<file path="src/rtl/modexp_pkg.sv">
// Shared types for the modular exponentiation block: controller/datapath command and status.
package modexp_pkg;

  // Width of every field port on the block boundary.
  localparam int unsigned FIELD_W = 32;

  // Reset value of the modulus register.
  localparam logic [FIELD_W-1:0] MODULUS_RESET = 32'd23;

  // Operand pairing handed to the modular multiplier.
  typedef enum logic [1:0] {
    MUL_REDUCE = 2'd0,  // base * 1, reduces the base
    MUL_ACC    = 2'd1,  // acc * sq
    MUL_SQUARE = 2'd2   // sq * sq
  } mul_sel_e;

  // Source of the delivered result.
  typedef enum logic [1:0] {
    RES_ONE  = 2'd0,
    RES_ZERO = 2'd1,
    RES_ACC  = 2'd2
  } res_sel_e;

  typedef struct packed {
    logic     load;       // capture base, exponent; preset acc
    logic     mul_start;  // launch one modular multiply
    mul_sel_e mul_sel;
    logic     acc_we;     // write multiplier result to acc
    logic     sq_we;      // write multiplier result to sq
    logic     exp_shift;  // drop the exponent LSB
    logic     res_valid;  // emit a result item
    res_sel_e res_sel;
  } cmd_t;

  typedef struct packed {
    logic exp_zero;       // whole exponent register is zero
    logic exp_lsb;        // current exponent bit
    logic exp_rest_zero;  // no set bit above the current one
    logic mod_zero;
    logic mul_done;
  } sts_t;

endpackage

</file>
<file path="src/rtl/modular_exponentiation.sv">
// Top level of the modular exponentiation block: base^exponent mod modulus.
//
//  channel   ports                                        direction  handshake
//  ------    -----------------------------------------    ---------  -------------------------
//  item in   start_i, base_value_i, exponent_value_i      in         start_i && !busy_o
//  result    done_o, power_result_o                       out        done_o strobe, one cycle
//  config    cfg_we_i, cfg_wdata_i (modulus)              in         cfg_we_i, no wait
//
// The shared multiplier, one operand bit a cycle, sets the pace: one multiply reduces the
// base, then each exponent bit up to the highest set one costs a multiply when set and a
// square when below the highest. A zero exponent or modulus skips the multiplier: the
// check state emits the result without any multiply.
// Reset idles the controller and loads modulus 23; the receiver never stalls the strobe.
module modular_exponentiation #(
  parameter int unsigned WIDTH = 32
) (
  input  logic                               clk_i,
  input  logic                               rst_ni,
  // item in
  input  logic                               start_i,
  output logic                               busy_o,
  input  logic [modexp_pkg::FIELD_W-1:0]     base_value_i,
  input  logic [modexp_pkg::FIELD_W-1:0]     exponent_value_i,
  // result out
  output logic                               done_o,
  output logic [modexp_pkg::FIELD_W-1:0]     power_result_o,
  // modulus register
  input  logic                               cfg_we_i,
  input  logic [modexp_pkg::FIELD_W-1:0]     cfg_wdata_i
);

  modexp_pkg::cmd_t cmd;
  modexp_pkg::sts_t sts;
  logic [WIDTH-1:0] res;

  // Controller: issues commands, never touches operand data.
  modexp_ctrl u_ctrl (
    .clk_i  (clk_i),
    .rst_ni (rst_ni),
    .start_i(start_i),
    .sts_i  (sts),
    .cmd_o  (cmd),
    .busy_o (busy_o)
  );

  // Datapath: operands are trimmed to WIDTH bits here; upper bits are ignored.
  modexp_dp #(
    .WIDTH(WIDTH)
  ) u_dp (
    .clk_i      (clk_i),
    .rst_ni     (rst_ni),
    .cfg_we_i   (cfg_we_i),
    .cfg_wdata_i(cfg_wdata_i[WIDTH-1:0]),
    .base_i     (base_value_i[WIDTH-1:0]),
    .exp_i      (exponent_value_i[WIDTH-1:0]),
    .cmd_i      (cmd),
    .sts_o      (sts),
    .res_valid_o(done_o),
    .res_o      (res)
  );

  // Zero-extend the result to the port width.
  assign power_result_o = modexp_pkg::FIELD_W'(res);

  // An accepted item always makes the block busy in the next cycle.
  assert property (@(posedge clk_i) disable iff (!rst_ni)
    (start_i && !busy_o) |=> busy_o)
    else $error("accepted item did not raise busy");

  // The result strobe shows up only once the block is idle again.
  assert property (@(posedge clk_i) disable iff (!rst_ni)
    done_o |-> !busy_o)
    else $error("result strobe while busy");

  // Strobes are single-cycle: a second item cannot finish right behind.
  assert property (@(posedge clk_i) disable iff (!rst_ni)
    done_o |=> !done_o)
    else $error("result strobe held for two cycles");

endmodule

</file>
<file path="src/rtl/modexp_modmul.sv">
// Iterative modular multiplier: one multiplier bit per cycle, interleaved reduction.
module modexp_modmul #(
  parameter int unsigned WIDTH = 32
) (
  input  logic             clk_i,
  input  logic             rst_ni,
  input  logic             start_i,
  input  logic [WIDTH-1:0] a_i,
  input  logic [WIDTH-1:0] b_i,
  input  logic [WIDTH-1:0] m_i,
  output logic             done_o,
  output logic [WIDTH-1:0] r_o
);

  localparam int unsigned TW    = WIDTH + 2;
  localparam int unsigned CNT_W = $clog2(WIDTH);

  logic [WIDTH-1:0] a_q, a_d, b_q, m_q, r_q, r_d;
  logic [CNT_W-1:0] cnt_q, cnt_d;
  logic             run_q, run_d, done_q, done_d;
  logic [TW-1:0]    t, m1, m2;

  // t = 2r + (a_msb ? b : 0) stays below 3m because r < m and b <= m.
  always_comb begin
    t  = {1'b0, r_q, 1'b0} + (a_q[WIDTH-1] ? TW'(b_q) : '0);
    m1 = TW'(m_q);
    m2 = {1'b0, m_q, 1'b0};
    priority if (t >= m2) begin
      r_d = WIDTH'(t - m2);
    end else if (t >= m1) begin
      r_d = WIDTH'(t - m1);
    end else begin
      r_d = WIDTH'(t);
    end
  end

  always_comb begin
    a_d    = a_q;
    cnt_d  = cnt_q;
    run_d  = run_q;
    done_d = 1'b0;
    if (start_i) begin
      a_d   = a_i;
      cnt_d = CNT_W'(WIDTH - 1);
      run_d = 1'b1;
    end else if (run_q) begin
      a_d   = {a_q[WIDTH-2:0], 1'b0};
      cnt_d = cnt_q - 1'b1;
      if (cnt_q == '0) begin
        run_d  = 1'b0;
        done_d = 1'b1;
      end
    end
  end

  always_ff @(posedge clk_i or negedge rst_ni) begin
    if (!rst_ni) begin
      run_q  <= 1'b0;
      done_q <= 1'b0;
      cnt_q  <= '0;
    end else begin
      run_q  <= run_d;
      done_q <= done_d;
      cnt_q  <= cnt_d;
    end
  end

  always_ff @(posedge clk_i) begin
    a_q <= a_d;
    if (start_i) begin
      b_q <= b_i;
      m_q <= m_i;
      r_q <= '0;
    end else if (run_q) begin
      r_q <= r_d;
    end
  end

  assign done_o = done_q;
  assign r_o    = r_q;

endmodule

</file>
<file path="src/rtl/modexp_dp.sv">
// Datapath: modulus register, operand registers, shared multiplier and result register.
module modexp_dp #(
  parameter int unsigned WIDTH = 32
) (
  input  logic                  clk_i,
  input  logic                  rst_ni,
  input  logic                  cfg_we_i,
  input  logic [WIDTH-1:0]      cfg_wdata_i,
  input  logic [WIDTH-1:0]      base_i,
  input  logic [WIDTH-1:0]      exp_i,
  input  modexp_pkg::cmd_t      cmd_i,
  output modexp_pkg::sts_t      sts_o,
  output logic                  res_valid_o,
  output logic [WIDTH-1:0]      res_o
);

  logic [WIDTH-1:0] mod_q, base_q, exp_q, acc_q, sq_q, res_q;
  logic             res_valid_q;
  logic [WIDTH-1:0] mul_a, mul_b, mul_r;
  logic             mul_done;

  always_comb begin
    unique case (cmd_i.mul_sel)
      modexp_pkg::MUL_REDUCE: begin
        mul_a = base_q;
        mul_b = WIDTH'(1);
      end
      modexp_pkg::MUL_ACC: begin
        mul_a = acc_q;
        mul_b = sq_q;
      end
      modexp_pkg::MUL_SQUARE: begin
        mul_a = sq_q;
        mul_b = sq_q;
      end
      default: begin
        mul_a = '0;
        mul_b = '0;
      end
    endcase
  end

  modexp_modmul #(
    .WIDTH(WIDTH)
  ) u_modmul (
    .clk_i  (clk_i),
    .rst_ni (rst_ni),
    .start_i(cmd_i.mul_start),
    .a_i    (mul_a),
    .b_i    (mul_b),
    .m_i    (mod_q),
    .done_o (mul_done),
    .r_o    (mul_r)
  );

  always_ff @(posedge clk_i or negedge rst_ni) begin
    if (!rst_ni) begin
      mod_q       <= modexp_pkg::MODULUS_RESET[WIDTH-1:0];
      res_valid_q <= 1'b0;
    end else begin
      if (cfg_we_i) begin
        mod_q <= cfg_wdata_i;
      end
      res_valid_q <= cmd_i.res_valid;
    end
  end

  always_ff @(posedge clk_i) begin
    if (cmd_i.load) begin
      base_q <= base_i;
      exp_q  <= exp_i;
      acc_q  <= WIDTH'(1);
    end else begin
      if (cmd_i.exp_shift) begin
        exp_q <= {1'b0, exp_q[WIDTH-1:1]};
      end
      if (cmd_i.acc_we) begin
        acc_q <= mul_r;
      end
    end
    if (cmd_i.sq_we) begin
      sq_q <= mul_r;
    end
    if (cmd_i.res_valid) begin
      unique case (cmd_i.res_sel)
        modexp_pkg::RES_ONE:  res_q <= WIDTH'(1);
        modexp_pkg::RES_ZERO: res_q <= '0;
        modexp_pkg::RES_ACC:  res_q <= acc_q;
        default:              res_q <= '0;
      endcase
    end
  end

  assign sts_o.exp_zero      = (exp_q == '0);
  assign sts_o.exp_lsb       = exp_q[0];
  assign sts_o.exp_rest_zero = (exp_q[WIDTH-1:1] == '0);
  assign sts_o.mod_zero      = (mod_q == '0);
  assign sts_o.mul_done      = mul_done;

  assign res_valid_o = res_valid_q;
  assign res_o       = res_q;

endmodule

</file>
<file path="src/rtl/modexp_ctrl.sv">
// Controller: sequences base reduction and square-and-multiply over the exponent bits.
module modexp_ctrl (
  input  logic             clk_i,
  input  logic             rst_ni,
  input  logic             start_i,
  input  modexp_pkg::sts_t sts_i,
  output modexp_pkg::cmd_t cmd_o,
  output logic             busy_o
);

  localparam logic [2:0] ST_IDLE     = 3'd0;
  localparam logic [2:0] ST_CHECK    = 3'd1;
  localparam logic [2:0] ST_WAIT_RED = 3'd2;
  localparam logic [2:0] ST_BIT      = 3'd3;
  localparam logic [2:0] ST_WAIT_ACC = 3'd4;
  localparam logic [2:0] ST_SQ       = 3'd5;
  localparam logic [2:0] ST_WAIT_SQ  = 3'd6;

  logic [2:0]           state_q, state_d;
  modexp_pkg::mul_sel_e sel_q, sel_d;

  always_comb begin
    state_d       = state_q;
    sel_d         = sel_q;
    cmd_o         = '0;
    cmd_o.mul_sel = sel_q;
    cmd_o.res_sel = modexp_pkg::RES_ACC;
    unique case (state_q)
      ST_IDLE: begin
        if (start_i) begin
          cmd_o.load = 1'b1;
          state_d    = ST_CHECK;
        end
      end
      ST_CHECK: begin
        priority if (sts_i.exp_zero) begin
          cmd_o.res_valid = 1'b1;
          cmd_o.res_sel   = modexp_pkg::RES_ONE;
          state_d         = ST_IDLE;
        end else if (sts_i.mod_zero) begin
          cmd_o.res_valid = 1'b1;
          cmd_o.res_sel   = modexp_pkg::RES_ZERO;
          state_d         = ST_IDLE;
        end else begin
          cmd_o.mul_start = 1'b1;
          cmd_o.mul_sel   = modexp_pkg::MUL_REDUCE;
          sel_d           = modexp_pkg::MUL_REDUCE;
          state_d         = ST_WAIT_RED;
        end
      end
      ST_WAIT_RED: begin
        if (sts_i.mul_done) begin
          cmd_o.sq_we = 1'b1;
          state_d     = ST_BIT;
        end
      end
      ST_BIT: begin
        if (sts_i.exp_lsb) begin
          cmd_o.mul_start = 1'b1;
          cmd_o.mul_sel   = modexp_pkg::MUL_ACC;
          sel_d           = modexp_pkg::MUL_ACC;
          state_d         = ST_WAIT_ACC;
        end else begin
          state_d = ST_SQ;
        end
      end
      ST_WAIT_ACC: begin
        if (sts_i.mul_done) begin
          cmd_o.acc_we = 1'b1;
          state_d      = ST_SQ;
        end
      end
      ST_SQ: begin
        cmd_o.exp_shift = 1'b1;
        if (sts_i.exp_rest_zero) begin
          cmd_o.res_valid = 1'b1;
          cmd_o.res_sel   = modexp_pkg::RES_ACC;
          state_d         = ST_IDLE;
        end else begin
          cmd_o.mul_start = 1'b1;
          cmd_o.mul_sel   = modexp_pkg::MUL_SQUARE;
          sel_d           = modexp_pkg::MUL_SQUARE;
          state_d         = ST_WAIT_SQ;
        end
      end
      ST_WAIT_SQ: begin
        if (sts_i.mul_done) begin
          cmd_o.sq_we = 1'b1;
          state_d     = ST_BIT;
        end
      end
      default: begin
        state_d = ST_IDLE;
      end
    endcase
  end

  always_ff @(posedge clk_i or negedge rst_ni) begin
    if (!rst_ni) begin
      state_q <= ST_IDLE;
      sel_q   <= modexp_pkg::MUL_REDUCE;
    end else begin
      state_q <= state_d;
      sel_q   <= sel_d;
    end
  end

  assign busy_o = (state_q != ST_IDLE);

  // A multiply finishes only while the controller waits for one.
  assert property (@(posedge clk_i) disable iff (!rst_ni)
    sts_i.mul_done |-> (state_q == ST_WAIT_RED || state_q == ST_WAIT_ACC ||
                        state_q == ST_WAIT_SQ))
    else $error("multiplier done outside a wait state");

  // Every emitted result returns the controller to idle.
  assert property (@(posedge clk_i) disable iff (!rst_ni)
    cmd_o.res_valid |=> (state_q == ST_IDLE))
    else $error("result emitted without returning to idle");

endmodule
</file>
<file path="config.mk">
export PLATFORM = sky130hd
export DESIGN_NAME = modular_exponentiation
export DESIGN_NICKNAME = d
export VERILOG_FILES = /design/src/rtl/modexp_pkg.sv /design/src/rtl/modular_exponentiation.sv /design/src/rtl/modexp_modmul.sv /design/src/rtl/modexp_dp.sv /design/src/rtl/modexp_ctrl.sv
export SDC_FILE = /design/constraint.sdc
export NUM_CORES = 1
export LEC_CHECK = 0
export ABC_AREA = 1
export BUFFER_PORTS_ARGS = -buffer_cell sky130_fd_sc_hd__buf_2
export CELL_PAD_IN_SITES_DETAIL_PLACEMENT = 1
export CELL_PAD_IN_SITES_GLOBAL_PLACEMENT = 2
export CORE_ASPECT_RATIO = 0.5
export CORE_MARGIN = 3
export CORE_UTILIZATION = 37
export CTS_CLUSTER_SIZE = 14
export DETAILED_ROUTE_END_ITERATION = 8
export PLACE_DENSITY = 0.91
export SLEW_MARGIN = 20
export SYNTH_ARGS = -nofsm -noshare
export SYNTH_HDL_FRONTEND = slang
export SYNTH_SLANG_ARGS = --single-unit
</file>
<file path="constraint.sdc">
create_clock -name clk_i -period 5 [get_ports clk_i]
set_clock_uncertainty 0.1 [all_clocks]
set_input_delay 0.25 -clock clk_i [delete_from_list [all_inputs] [get_ports clk_i]]
set_output_delay 0.25 -clock clk_i [all_outputs]
set_load 0.02 [all_outputs]
</file>
# --- After elaboration in Yosys (flattened, before gate mapping) ---
# Cells that the tools add are included.
word_totals:
  reg_bits: 333
  word_cells: 99
  out_inout_bits: 34
  input_bits: 100
classes:
  addsub: 4
  eq_ne: 16
  magnitude_cmp: 2
  reduce_logical: 15
  n_mux: 46
ops:
  columns: ["op", "n"]
  rows:
  - ["2-to-1 mux 32 bit", 7]
  - ["one-hot mux 32 bit (2 select lines)", 2]
  - ["one-hot mux 32 bit (3 select lines)", 1]
  - ["logical NOT 32 bit", 2]
  - ["subtractor 32 bit", 2]
  - ["adder 33 x 32 -> 34 bit", 1]
  - ["greater-or-equal comparator 34 x 32 -> 1 bit", 1]
  - ["greater-or-equal comparator 34 x 33 -> 1 bit", 1]
  - ["2-to-1 mux 3 bit", 11]
  - ["logical NOT 31 bit", 1]
  - ["one-hot mux 3 bit (6 select lines)", 1]
  - ["2-to-1 mux 1 bit", 13]
  - ["2-to-1 mux 2 bit", 6]
  - ["2-to-1 mux 5 bit", 2]
  - ["== test 3 bit, second input constant", 3]
  - ["one-hot mux 3 bit (3 select lines)", 1]
  - ["inequality test 2 bit, second input constant", 4]
  - ["== test 3 x 2 -> 1 bit, second input constant", 2]
  - ["inequality test 2 x 1 -> 1 bit, second input constant", 3]
  - ["one-hot mux 2 bit (3 select lines)", 1]
  - ["one-hot mux 3 bit (2 select lines)", 1]
  - ["nonzero test 3 bit", 2]
  - ["logical NOT 5 bit", 1]
  - ["AND reduction 5 bit", 1]
  - ["9 further kinds", 13]

# --- Logic depth before layout (Yosys ltp) ---
# Gate-level depths: netlist (run 1).
logic_depth:
  word_depth: 7
  depth_mapped: 35
  depth_no_buf: 33

# --- Modules after synthesis ---
# Synthesis (run 1) repeated with hierarchy kept, for this count alone.
unflattened:
  cells_unflattened: 2720
  area_unflattened_um2: 20921.3
by_module_without_submodules:
  columns: ["mod", "cells_each", "n_inst", "area_each_um2"]
  rows:
  - ["modexp_modmul", 1837, 1, 12228.0]
  - ["modexp_dp", 823, 1, 8316.7]
  - ["modexp_ctrl", 60, 1, 376.6]

# --- Worst setup path before layout (run 1) ---
# OpenSTA, ideal clock, no wires.
synth_path:
  kind: "register -> register"
  from: "register u_dp.u_modmul.a_q[31]"
  to: "register u_dp.u_modmul.r_q[14] (netlist: u_dp.u_modmul.r_o[14])"
  path_slack_ns: 1.005
  path_buffers: 2
  t_arrival_ns: 3.773
  synth_period_minus_slack_ns: 3.995
  stages_incl_launch_ff: 33
  path_cell_list: "edfxtp_1 > clkbuf_1 > nand2_1 > inv_1 > ha_1 > inv_1 > fa_1 > inv_1 > nand3_1 > nand2_1 > nand2_1 > nand2_2 > nand2_1 > nand2_1 > nand2_1 > nand2_1 > nand2_1 > nand2_1 > inv_1 > ha_1 > nand2_1 > inv_1 > a21oi_1 > nand2_1 > a21oi_1 > nand2_1 > nand2_1 > nand2_2 > nand2_1 > nand2_4 > buf_4 > a21oi_1 > a21oi_2"
synth_between:
  elab_chain_cells: 5
synth_rtl:
  columns: ["item", "line_no", "source"]
  rows:
  - ["from (decl)", "modexp_modmul.sv:18", "logic [WIDTH-1:0] a_q, a_d, b_q, m_q, r_q, r_d;"]
  - ["from (signal assigned)", "modexp_modmul.sv:69", "a_q <= a_d;"]
  - ["2-to-1 mux 32 bit *", "modexp_modmul.sv:25", "t = {1'b0, r_q, 1'b0} + (a_q[WIDTH-1] ? TW'(b_q) : '0);"]
  - ["adder 33 x 32 -> 34 bit *", "modexp_modmul.sv:25", null]
  - ["subtractor 32 bit or greater-or-equal comparator 34 x 32 -> 1 bit (tied branches)", "modexp_modmul.sv:31, modexp_modmul.sv:30", null]
  - ["2-to-1 mux 32 bit", "modexp_modmul.sv:30", "end else if (t >= m1) begin"]
  - ["2-to-1 mux 32 bit *", "modexp_modmul.sv:28", "priority if (t >= m2) begin"]
  - ["to (signal assigned)", "modexp_modmul.sv:75", "r_q <= r_d;"]
  - ["to (decl)", "modexp_modmul.sv:18", null]
# Every way passes the cells marked *; elsewhere a longest branch is shown, timed or not.
# A chain may end at the register's enable or synchronous reset.

# --- Final worst setup path (run 1) ---
layout_path:
  from: "register u_dp.u_modmul.a_q[31]"
  to: "register u_dp.u_modmul.r_q[26] (netlist: u_dp.u_modmul.r_o[26])"
# Same word-level chain as after synthesis.

==> run summary, run 1 <==
Drt initial violations: 1647
Ys flop type: edfxtp_1
DRT Wirelength: 74.8 mm
Crit end category: flop
HP Class: in -> reg
DIE HEIGHT: 171 um
Fmax: 208 MHz
CTS sink count: 333
IO Port Bufs: 133
Area of the die: 57300 um^2
Max cap viols: 0
Area contributors post-synth: edfxtp_1 33%, nand2_1 13%, inv_1 6.9%, dfxtp_1 6.4%, ha_1 6.3%
CTS Buf Count: 34
Critical Path RT: 5.38 ns
WS Path Type: reg -> reg
Largest net degree at the start of global routing: 73
Ports: 134
Vias in the first global route: 18400
CP max FO: 24
DP Area: 21800 um^2
DP HPWL: 55.8 mm
Share of layout cells above drive strength 1: 13.7%
Top-area cell type share of the netlist area: 33.5%
CTS clk-pin slew, worst paths: 0.07 ns
Global-route wire length before repair: 112 mm
Post-Syn Area: 20100 um^2
Fin crit period: 4.81 ns
Clock latency on the worst-skew pair: 0.56 ns
Setup Viol. Count Final: 0
#FFs+latches synth: 333
Initial Util: 38.0%
Seq/Total Area, Yosys: 45.5%
DR DRC count: 0
Critical Path AT: 5.19 ns
Post-Syn Instances: 2492
Max stage delay on crit path: 0.45 ns
Area delta synth->final: 20.2%
Avg Synthesized Cell Area: 8.06 um^2
Synth warn: 0
H-tree lvl count: 2
First-pass DRT Iterations: 5
Post-synth EDFFs: 224
Core Area: 52800 um^2
Global-route usage over all layers: 25.7%
GRT Residual Overflow: 0
Routed len/inst: 21.5 um
Post-synth top cells: 684 x nand2_1, 368 x inv_1, 224 x edfxtp_1
# rows: 59
Routed Antenna Nets: 0
Async SR Flop Fraction: 13.5%
Slew Limit Fails: 0
Worst-margin pin slew: 1.09 ns
Part of the cycle the worst path needs: 96.2%
Vias per cell: 5.23
Worst path slowest cell: edfxtp_1
Max clock buf depth: 3
Syn Nets: 2696
Layout Nets: 2964
CP most frequent cell: nand2_1
CTS Root Cell: clkbuf_16
Final Hold Violating Endpoints: 0
Most frequent cell after synthesis: nand2_1
Yosys cell types: 48
Placer Congestion: 0.991
Max_slew headroom: 27.5%
Diodes inserted: 0
Final Instance Area: 24100 um^2
Die Width: 335 um
Initial antenna violation count: 2
DR vias: 18200
Synth area leader: edfxtp_1
CTS tree: yes
Status: finished clean
Critical path startpoint category: flop
==> repair_timing <==
| action | 4_1_cts | 5_1_grt |
|---|---|---|
| resized for setup | 0 | 44 |
| gates cloned | 1 | 2 |
| hold buffers | 97 | 0 |
| setup buffers | 0 | 5 |
| endpoints found under the setup margin | 1 | 32 |
| pin swaps | 0 | 2 |
| endpoints found under the hold margin | 137 | 0 |
==> worst paths after layout <==
check	start	end	slack [ns]	cells after the start
min	start_i	u_ctrl.state_q[0]	0.09	4
max	u_dp.u_modmul.a_q[31]	u_dp.u_modmul.r_o[26]	0.19	29
min reg2reg	u_dp.mod_q[10]	u_dp.u_modmul.m_q[10]	0.37	0
max in group asynchronous	rst_ni	u_dp.mod_q[10]	4.02	3
max reg2reg	u_dp.u_modmul.a_q[31]	u_dp.u_modmul.r_o[26]	0.19	29
min in group asynchronous	rst_ni	u_ctrl.state_q[2]	0.28	3
==> final cells by class <==
class                      count  area, um^2
multi-input combinational   1720        9440
inverter                     372        1400
clock buffer                  45         933
sequential                   333        9140
timing repair buffer         299        2200
tap                          701         877
fill                        6400       28700
clock inverter                16         153
==> cell families after synthesis <==
kind of cell             count (synthesis)  synth area share [%]
AND/OR/NAND/NOR                       1116                  23.4
buffers and inverters                  442                  8.65
AO/OA/AOI/OAI                          405                  11.5
multiplexers                            32                  1.79
XOR/XNOR                                60                  2.62
flip-flops                             333                  45.5
adder cells (fa/ha/maj)                104                  6.59
==> placed cells by master, fill, tap and decap left out, types with 32 or more instances in the layout <==
master and count:
a21oi_1 195, buf_2 133, buf_4 65, clkbuf_16 35
dfrtp_1 41, dfxtp_1 64, dlygate4sd3_1 97, edfxtp_1 224
ha_1 93, inv_1 366, mux2_2 32, nand2_1 673
nand3_1 130, nor2_1 174, o21ai_0 118
==> per-stage QoR <==
stage / TNS (ns) / hold WS [ns] / setup slack, ns / instances / utilization [%]
detailed placement: 0 / 0.291 / 0.0528 / 3320 / 41.3
finish: 0 / 0.0935 / 0.190 / 3486 / 45.7
global route: -0.143 / 0.120 / -0.0569 / 3486 / 45.7
floorplan: 0 / -0.146 / 1.01 / 2492 / -
CTS: 0 / 0.0669 / 0.0470 / 3479 / 45.2
global placement: 0 / 0.275 / 0.0813 / 3320 / 41.3
==> routing by layer <==
layer / track usage, % / wire length (um)
met2: 38.8 / 32100
met5: 0 / 0
met4: 5.59 / 1520
met1: 38.5 / 36000
met3: 4.46 / 5190
==> state kept, by name, summed over array words and instances, names as in the netlist, 5 cells and up <==
register / flops
u_dp.u_modmul.m_q: 32
u_dp.u_modmul.a_q: 32
u_dp.acc_q: 32
u_dp.u_modmul.cnt_q: 5
u_dp.base_q: 32
u_dp.u_modmul.r_o: 32
u_dp.u_modmul.b_q: 32
u_dp.sq_q: 32
u_dp.res_o: 32
u_dp.exp_q: 32
u_dp.mod_q: 32
==> worst max-delay path: cells and delay by family, from the launching register on <==
kind                     cells  cell delay, ns
buffers and inverters        8            0.98
adder cells (fa/ha/maj)      2            0.67
AO/OA/AOI/OAI                2            0.38
flip-flops                   1            0.45
AND/OR/NAND/NOR             17            2.17
Power of run 1 is not shown: default switching activity piles up to over one toggle a cycle in this logic, so the estimate is an artifact.
==> inputs of run 2 (changes only) <==
RECOVER_POWER = 100   (was not set)
==> run summary, run 2 (synthesis gave the netlist of run 1 again) <==
Status: finished with violations
Failing checks: capacitance limit, slew limit
WS Path Type: reg -> reg
CTS Buf Count: 34 (unchanged)
Final Hold Violating Endpoints: 0 (unchanged)
Die Width: 335 um (unchanged)
Drt initial violations: 1617 (-1.8%)
Met2 usage: 38.8% (unchanged)
First-pass DRT Iterations: 5 (unchanged)
Part of the cycle the worst path needs: 95.6% (-0.55 points)
H-tree lvl count: 2 (unchanged)
Global-route usage over all layers: 25.7% (unchanged)
Largest net degree at the start of global routing: 73 (unchanged)
Max clock buf depth: 3 (unchanged)
Critical Path Source: u_dp.u_modmul.a_q[31]
Layout Nets: 2964 (unchanged)
Initial Util: 38.0% (unchanged)
Global-route wire length before repair: 112 mm (unchanged)
CP most frequent cell: nand2_1
Diodes inserted: 0 (unchanged)
Fin crit period: 4.78 ns (-0.0275 ns)
Commonest non-fill, non-tap cells in the layout: 673 x nand2_1, 366 x inv_1, 224 x edfxtp_1
Max_slew headroom: -139% (-170 points)
Area of the die: 57300 um^2 (unchanged)
Ports: 134 (unchanged)
Max cap viols: 9 (+9)
Critical Path AT: 5.17 ns (-0.02 ns)
Vias per cell: 5.24 (about the same)
CTS sink count: 333 (unchanged)
Commonest non-fill, non-tap cell in the layout: nand2_1
DP HPWL: 55.8 mm (unchanged)
CTS Root Cell: clkbuf_16
DR vias: 18300 (+0.055%)
Critical path startpoint category: flop
Hold Crit Start: start_i
DP Area: 21800 um^2 (unchanged)
Fmax: 209 MHz (+0.58%)
Setup Viol. Count Final: 0 (unchanged)
Vias in the first global route: 18400 (unchanged)
CP max FO: 24 (unchanged)
Routed Antenna Nets: 0 (unchanged)
DR DRC count: 0 (unchanged)
Max stage delay on crit path: 0.45 ns (about the same)
CTS tree: yes
R2R Path Start: u_dp.u_modmul.a_q[31]
Initial antenna violation count: 2 (unchanged)
IO Port Bufs: 133 (unchanged)
Setup tns final: 0 ns (unchanged)
Final Instance Area: 24000 um^2 (-0.61%)
GRT Residual Overflow: 0 (unchanged)
Share of layout cells above drive strength 1: 11.2% (-2.4 points)
Slew Limit Fails: 379 (+379)
GRT Max-Usage Layer: met2
Routing usage on met3: 4.46% (unchanged)
Core Area: 52800 um^2 (unchanged)
# rows: 59 (unchanged)
Worst-margin pin slew: 3.58 ns (+2.50 ns)
Crit end category: flop
CTS clk-pin slew, worst paths: 0.07 ns (about the same)
Critical Path RT: 5.38 ns (about the same)
Pre-CTS setup slack: 0.0528 ns (unchanged)
Routed len/inst: 21.5 um (about the same)
PnR worst setup slack: 0.218 ns (+0.0275 ns)
HP Class: in -> reg
Area delta synth->final: 19.4%
Global Route met1 Usage: 38.5% (unchanged)
Clock latency on the worst-skew pair: 0.56 ns (about the same)
Worst path slowest cell: edfxtp_1
Placer Congestion: 0.991 (unchanged)
DIE HEIGHT: 171 um (unchanged)
DRT Wirelength: 74.9 mm (about the same)
run 2: repair_timing:
action | in CTS | in global routing
pin swaps | 0 | 2
setup endpoints to repair | 1 | 32
gates resized for setup | 0 | 44
endpoints found under the hold margin | 137 | 0
hold buffers | 97 | 0
buffers inserted | 0 | 5
cloned | 1 | 2
run 2: path summary, 6_finish.rpt:
check                      cells past startpoint                     to  slack [ns]
setup / recovery                              29  u_dp.u_modmul.r_o[26]        0.22
hold / removal                                 4      u_ctrl.state_q[0]        0.03
setup reg to reg                              29  u_dp.u_modmul.r_o[26]        0.22
hold reg to reg                                0  u_dp.u_modmul.m_q[10]        0.37
max in group asynchronous                      3         u_dp.mod_q[10]        1.97
min in group asynchronous                      3      u_ctrl.state_q[2]        1.17
run 2: cell type report:
class | instances | area [um^2]
repair buffers | 299 | 2070
well taps | 701 | 877
fillers | 6423 | 28800
flip-flops and latches | 333 | 9140
inverters | 372 | 1400
clock inverters | 16 | 153
clock buffers | 45 | 933
multi-input cells | 1720 | 9410
run 2: critical path, delay by kind of cell (launching register included):
family                     cells  cell delay (ns)
AOI/OAI and AO/OA              2             0.36
DFF                            1             0.45
buffers and inverters          8             0.98
and+or+nand+nor               17             2.14
adders and majority gates      2             0.67
run 2: stage by stage:
step	std cells	utilization [%]	hold WS (ns)
after floorplan	2492	-	-0.146
final	3486	45.4	0.0348
after CTS	3479	45.2	0.0669
after global routing	3486	45.4	0.0649
after global placement	3320	41.3	0.275
after detailed placement	3320	41.3	0.291
run 2: routing by layer:
layer | part of all wire, % | up-vias
li1 | - | 8727
met1 | 48 | 8898
met2 | 43 | 552
met3 | 7.3 | 81
met4 | 1.9 | 0
met5 | 0 | -
Power of run 2 is left out for the same reason.
